==> config.mk <==
export PLATFORM = sky130hd
export DESIGN_NAME = obp_mem
export DESIGN_NICKNAME = d
export VERILOG_FILES = /design/src/obp_pkg.sv /design/src/obp_mem.sv
export SDC_FILE = /design/constraint.sdc
export NUM_CORES = 2
export LEC_CHECK = 0
export BUFFER_PORTS_ARGS = -buffer_cell sky130_fd_sc_hd__buf_2
export CAP_MARGIN = 20
export CORE_MARGIN = 2
export CORE_UTILIZATION = 30
export CTS_BUF_LIST = sky130_fd_sc_hd__clkbuf_16
export DETAILED_ROUTE_END_ITERATION = 8
export GPL_TIMING_DRIVEN = 1
export SLEW_MARGIN = 20
export SYNTH_ARGS = -nofsm -noshare
export SYNTH_HDL_FRONTEND = slang
export SYNTH_SLANG_ARGS = --single-unit
==> constraint.sdc <==
create_clock -name clock -period 12.7 [get_ports clock]
set_input_delay 0.635 -clock clock [delete_from_list [all_inputs] [get_ports clock]]
set_output_delay 0.635 -clock clock [all_outputs]
set_load 0.01 [all_outputs]
==> src/obp_pkg.sv <==
`timescale 1ns / 1ps
package obp_pkg;

   localparam int LEVELS_DEF = 64;
   localparam int PRICE_W    = 20;
   localparam int QTY_W      = 24;
   localparam int SPREAD_W   = 21;
   localparam int STATUS_W   = 3;
   localparam int REQ_DATA_W = 48;
   localparam int REQ_USER_W = 2;
   localparam int RSP_DATA_W = 120;

   localparam logic [STATUS_W-1:0] ST_OK        = 3'd0;
   localparam logic [STATUS_W-1:0] ST_FULL      = 3'd1;
   localparam logic [STATUS_W-1:0] ST_ABSENT    = 3'd2;
   localparam logic [STATUS_W-1:0] ST_UNDERFLOW = 3'd3;
   localparam logic [STATUS_W-1:0] ST_SATURATED = 3'd4;

   localparam logic OP_ADD    = 1'b0;
   localparam logic OP_REMOVE = 1'b1;

   typedef struct packed {
      logic               valid;
      logic [PRICE_W-1:0] price;
      logic [QTY_W-1:0]   qty;
   } entry_type;

   localparam int ENTRY_W = $bits(entry_type);

endpackage

==> src/obp_mem.sv <==
`timescale 1ns / 1ps
module obp_mem #(
   parameter int DEPTH = obp_pkg::LEVELS_DEF,
   parameter int AW    = $clog2(DEPTH)
) (
   input  logic                           clock,
   input  logic                           wr_en,
   input  logic [AW-1:0]                  wr_addr,
   input  obp_pkg::entry_type             wr_data,
   input  logic [AW-1:0]                  rd_addr,
   output obp_pkg::entry_type             rd_data
);
   import obp_pkg::*;

   entry_type mem [DEPTH];
   entry_type rd_data_ff;

   // write port
   always_ff @(posedge clock) begin
      if (wr_en) begin
         mem[wr_addr] <= wr_data;
      end
   end

   // registered read port
   always_ff @(posedge clock) begin
      rd_data_ff <= mem[rd_addr];
   end

   assign rd_data = rd_data_ff;

endmodule

# After elaboration in Yosys (flattened, before gate mapping)
# Memory sizes are Yosys's and may differ from the RTL's. A register that Yosys moved wholly into a read port is not among the register bits.
# Cells that the tools add are included.
# Widths: inputs -> output; s select.
[op_classes] muxes=2
[ops] op="$mux 1" n=2
[word_totals] regBits=0 ramBits=2880 input_bits=59 output_inout_bits=45 elab_cells=3 memories=1
[memory_table] memory="mem" words=64 word_bits=45 read_ports=1 rd_clocked_by_memory_dff=1 write_ports=1 line_no="obp_mem.sv:15" source="entry_type mem [DEPTH];"

# Depth between registers and ports, before layout
[logic_depth] ltp_word=2 mapped_depth=9 depth_no_buf=5

# Worst setup path before layout
# Ideal clock, no wire load.
[synth_path] path_kind="input port to flip-flop" startpoint="input wr_addr[3]" endpoint="memory mem[48][0] (netlist name) (enable)" setup_time_ns=0.503 t_arrival_ns=4.206 t_required_ns=12.197 path_slack_ns=7.991 stages=4 path_buffers=1 cell_sequence="clkbuf_1 -> nor2b_1 -> nand4b_1 -> nor3_1"
[synth_lines] item="from (decl)" line_no="obp_mem.sv:8" source="input logic [AW-1:0] wr_addr,"
[synth_lines] item="to (decl)" line_no="obp_mem.sv:15"
# Straight into the memory's write port.

==> flow_summary.json <==
{
  "worstPathRequired_ns": 13.35,
  "cp-end-kind": "flop",
  "synth-edff-count": 2880,
  "cts.clk_slew.worst_paths_ns": 0.06,
  "nets": 5001,
  "hold_depth": 1,
  "grt_pass1_vias": 53900,
  "die_w_um": 609,
  "layout_common_cells": "edfxtp_1 (2880), mux4_2 (706), clkbuf_16 (287)",
  "crit_chain": "buf_8 -> buf_4 -> buf_12 -> buf_4 -> mux4_2 -> o22ai_1 -> nor2_1 -> a21oi_1 -> a221oi_1",
  "crit_top_cell": "buf_4",
  "power_density_nw_per_um2": 158,
  "num_vias": 53200,
  "worstSetupPathType": "in -> reg",
  "hold_viol": 0,
  "dp.final_hpwl_um": 165000,
  "wl_per_cell_um": 30.5,
  "cp-startpoint": "rd_addr[0]",
  "syn_nets": 4729,
  "fin_crit_sh": 0.299,
  "grt_setup_unrepaired": "false",
  "layout_min_cycle_time_ns": 3.79,
  "drive_gt1_frac": 0.283,
  "cts_hold_buf": 0,
  "rows": 222,
  "netlist_instances": 4670,
  "grt_pass1_wl_um": 425000,
  "fin_worst_skew_ns": 0.0526,
  "fin_setup_tns_ns": 0,
  "start_kind": "input pin",
  "syn_area_per_cell_um2": 23.5,
  "clock_sink_count": 2925,
  "layout_commonest_cell": "edfxtp_1",
  "critical_path_arrival_ns": 4.45,
  "max_cap_viol_count": 0,
  "cts_buffers": 281,
  "ant_nets": 0,
  "ys_seq_elements": 2925,
  "hold_class": "in -> reg",
  "ys_types": 40,
  "max_slew_margin": 0.205,
  "post-cts-setup-buffers": 0,
  "seq_area_frac_synth": 0.795,
  "yosysWarnings": 0,
  "grt_max_degree": 110,
  "grt_util_all_layers": 0.160,
  "core_area_um2": 365000,
  "vdd_drop_max_v": 0.000106,
  "setup_viol": 0,
  "min-delay-start": "wr_data[32]",
  "die_h_um": 609,
  "syn2layout_area_growth_pct": 14.4,
  "tightest_slew_ns": 1.19,
  "globalplace.congestion": 0.764,
  "viasPerCell": 5.33,
  "htreeDepth": 5,
  "die_area_um2": 371000,
  "status": "finished clean",
  "drc": 0,
  "grt_overflow": 0,
  "cts_max_path_buffers": 4,
  "cts_tree": "built",
  "worst_path_max_delay_cell": "buf_4",
  "worstSkewPairLatency_ns": 0.85,
  "top_level_ports": 104,
  "synth-async-reset-ratio": 0,
  "fmax_mhz": 264,
  "leakage_nw": 38.4,
  "clock-root-buffer": "clkbuf_16",
  "syn_area_um2": 110000,
  "drt-initial-drc-count": 6832,
  "io_buffers": 103,
  "routed_wirelength_um": 304000,
  "power.total_mw": 19.8,
  "synthFlopType": "edfxtp_1",
  "antenna_found_initial": 39,
  "drt_pass1_iterations": 5,
  "ctsResizeCount": 0,
  "worst_path_largest_cell_delay_ns": 0.70,
  "whs_ns": 0.215,
  "r2r-start": "mem[27][42]",
  "start_util": 0.301,
  "reg2regPathDepth": 4,
  "cp_max_fo": 83,
  "maxSlewViolCount": 0
}
-- cell usage after synthesis, drive strengths merged, types with 53 or more instances --
| master | count | area (um2) |
|---|---|---|
| edfxtp | 2880 | 86500 |
| mux4 | 706 | 15900 |
| buf | 162 | 1050 |
| nor2 | 130 | 488 |
| o22ai | 119 | 744 |
| clkbuf | 106 | 405 |
| a221oi | 80 | 707 |
| a21oi | 73 | 365 |
| a22oi | 65 | 488 |
| mux2i | 60 | 601 |
| nand2 | 54 | 203 |
| a22o | 53 | 464 |
-- critical path, delay by kind of cell --
family / cells / cell delay, ns
mux: 1 / 0.58
buf+inv: 4 / 2.21
simple gates: 1 / 0.09
compound gates: 3 / 0.63
-- path summary, 6_finish.rpt --
path / to / slack, ns
worst min-delay path: mem[3][32] / 0.22
worst max register to register: rd_data[42] / 10.46
worst min register to register: rd_data[6] / 0.81
worst max-delay path: rd_data[21] / 8.91
-- stage by stage --
step	instance area, um2	utilization	setup slack [ns]	std cells
6_report	126000	0.344	8.91	9986
5_1_grt	126000	0.344	8.48	9985
4_1_cts	126000	0.344	8.76	9975
3_5_place_dp	117000	0.320	7.87	9472
3_3_place_gp	117000	0.320	7.91	9468
2_1_floorplan	110000	-	7.99	4670
-- power by group --
group	total, mW	switching (mW)	internal [mW]
registers	10.7	0.0517	10.7
logic	0.919	0.588	0.330
clock network	8.19	3.59	4.60
-- registers in the layout, indices dropped and copies added (netlist names) --
name / flops
mem: 2880
rd_data: 45
-- area by class of cell --
| cell class | instances | area (um2) |
|---|---|---|
| multi-input cells | 1477 | 21600 |
| flip-flops and latches | 2925 | 87400 |
| well taps | 4816 | 6030 |
| fillers | 33400 | 239000 |
| repair buffers | 257 | 1920 |
| diodes | 8 | 20.0 |
| clock buffers | 287 | 7180 |
| clock inverters | 216 | 1660 |
-- layer usage --
metal	part of all wire	GRT usage	wire length, um
met3	0.076	0.0267	23000
met1	0.41	0.221	126000
met2	0.48	0.261	147000
met5	0.00027	0	83
met4	0.029	0.0452	8730
-- cell families (layout without fill, tap and decap cells) --
kind of cell,after synthesis,after routing,synth area share
DFF,2925,2925,0.795
and+or+nand+nor,236,236,0.00937
other,0,8,0
buffers and inverters,268,760,0.0133
AOI/OAI and AO/OA,448,448,0.0295
muxes,793,793,0.153
(Power assumes the default switching activity.)
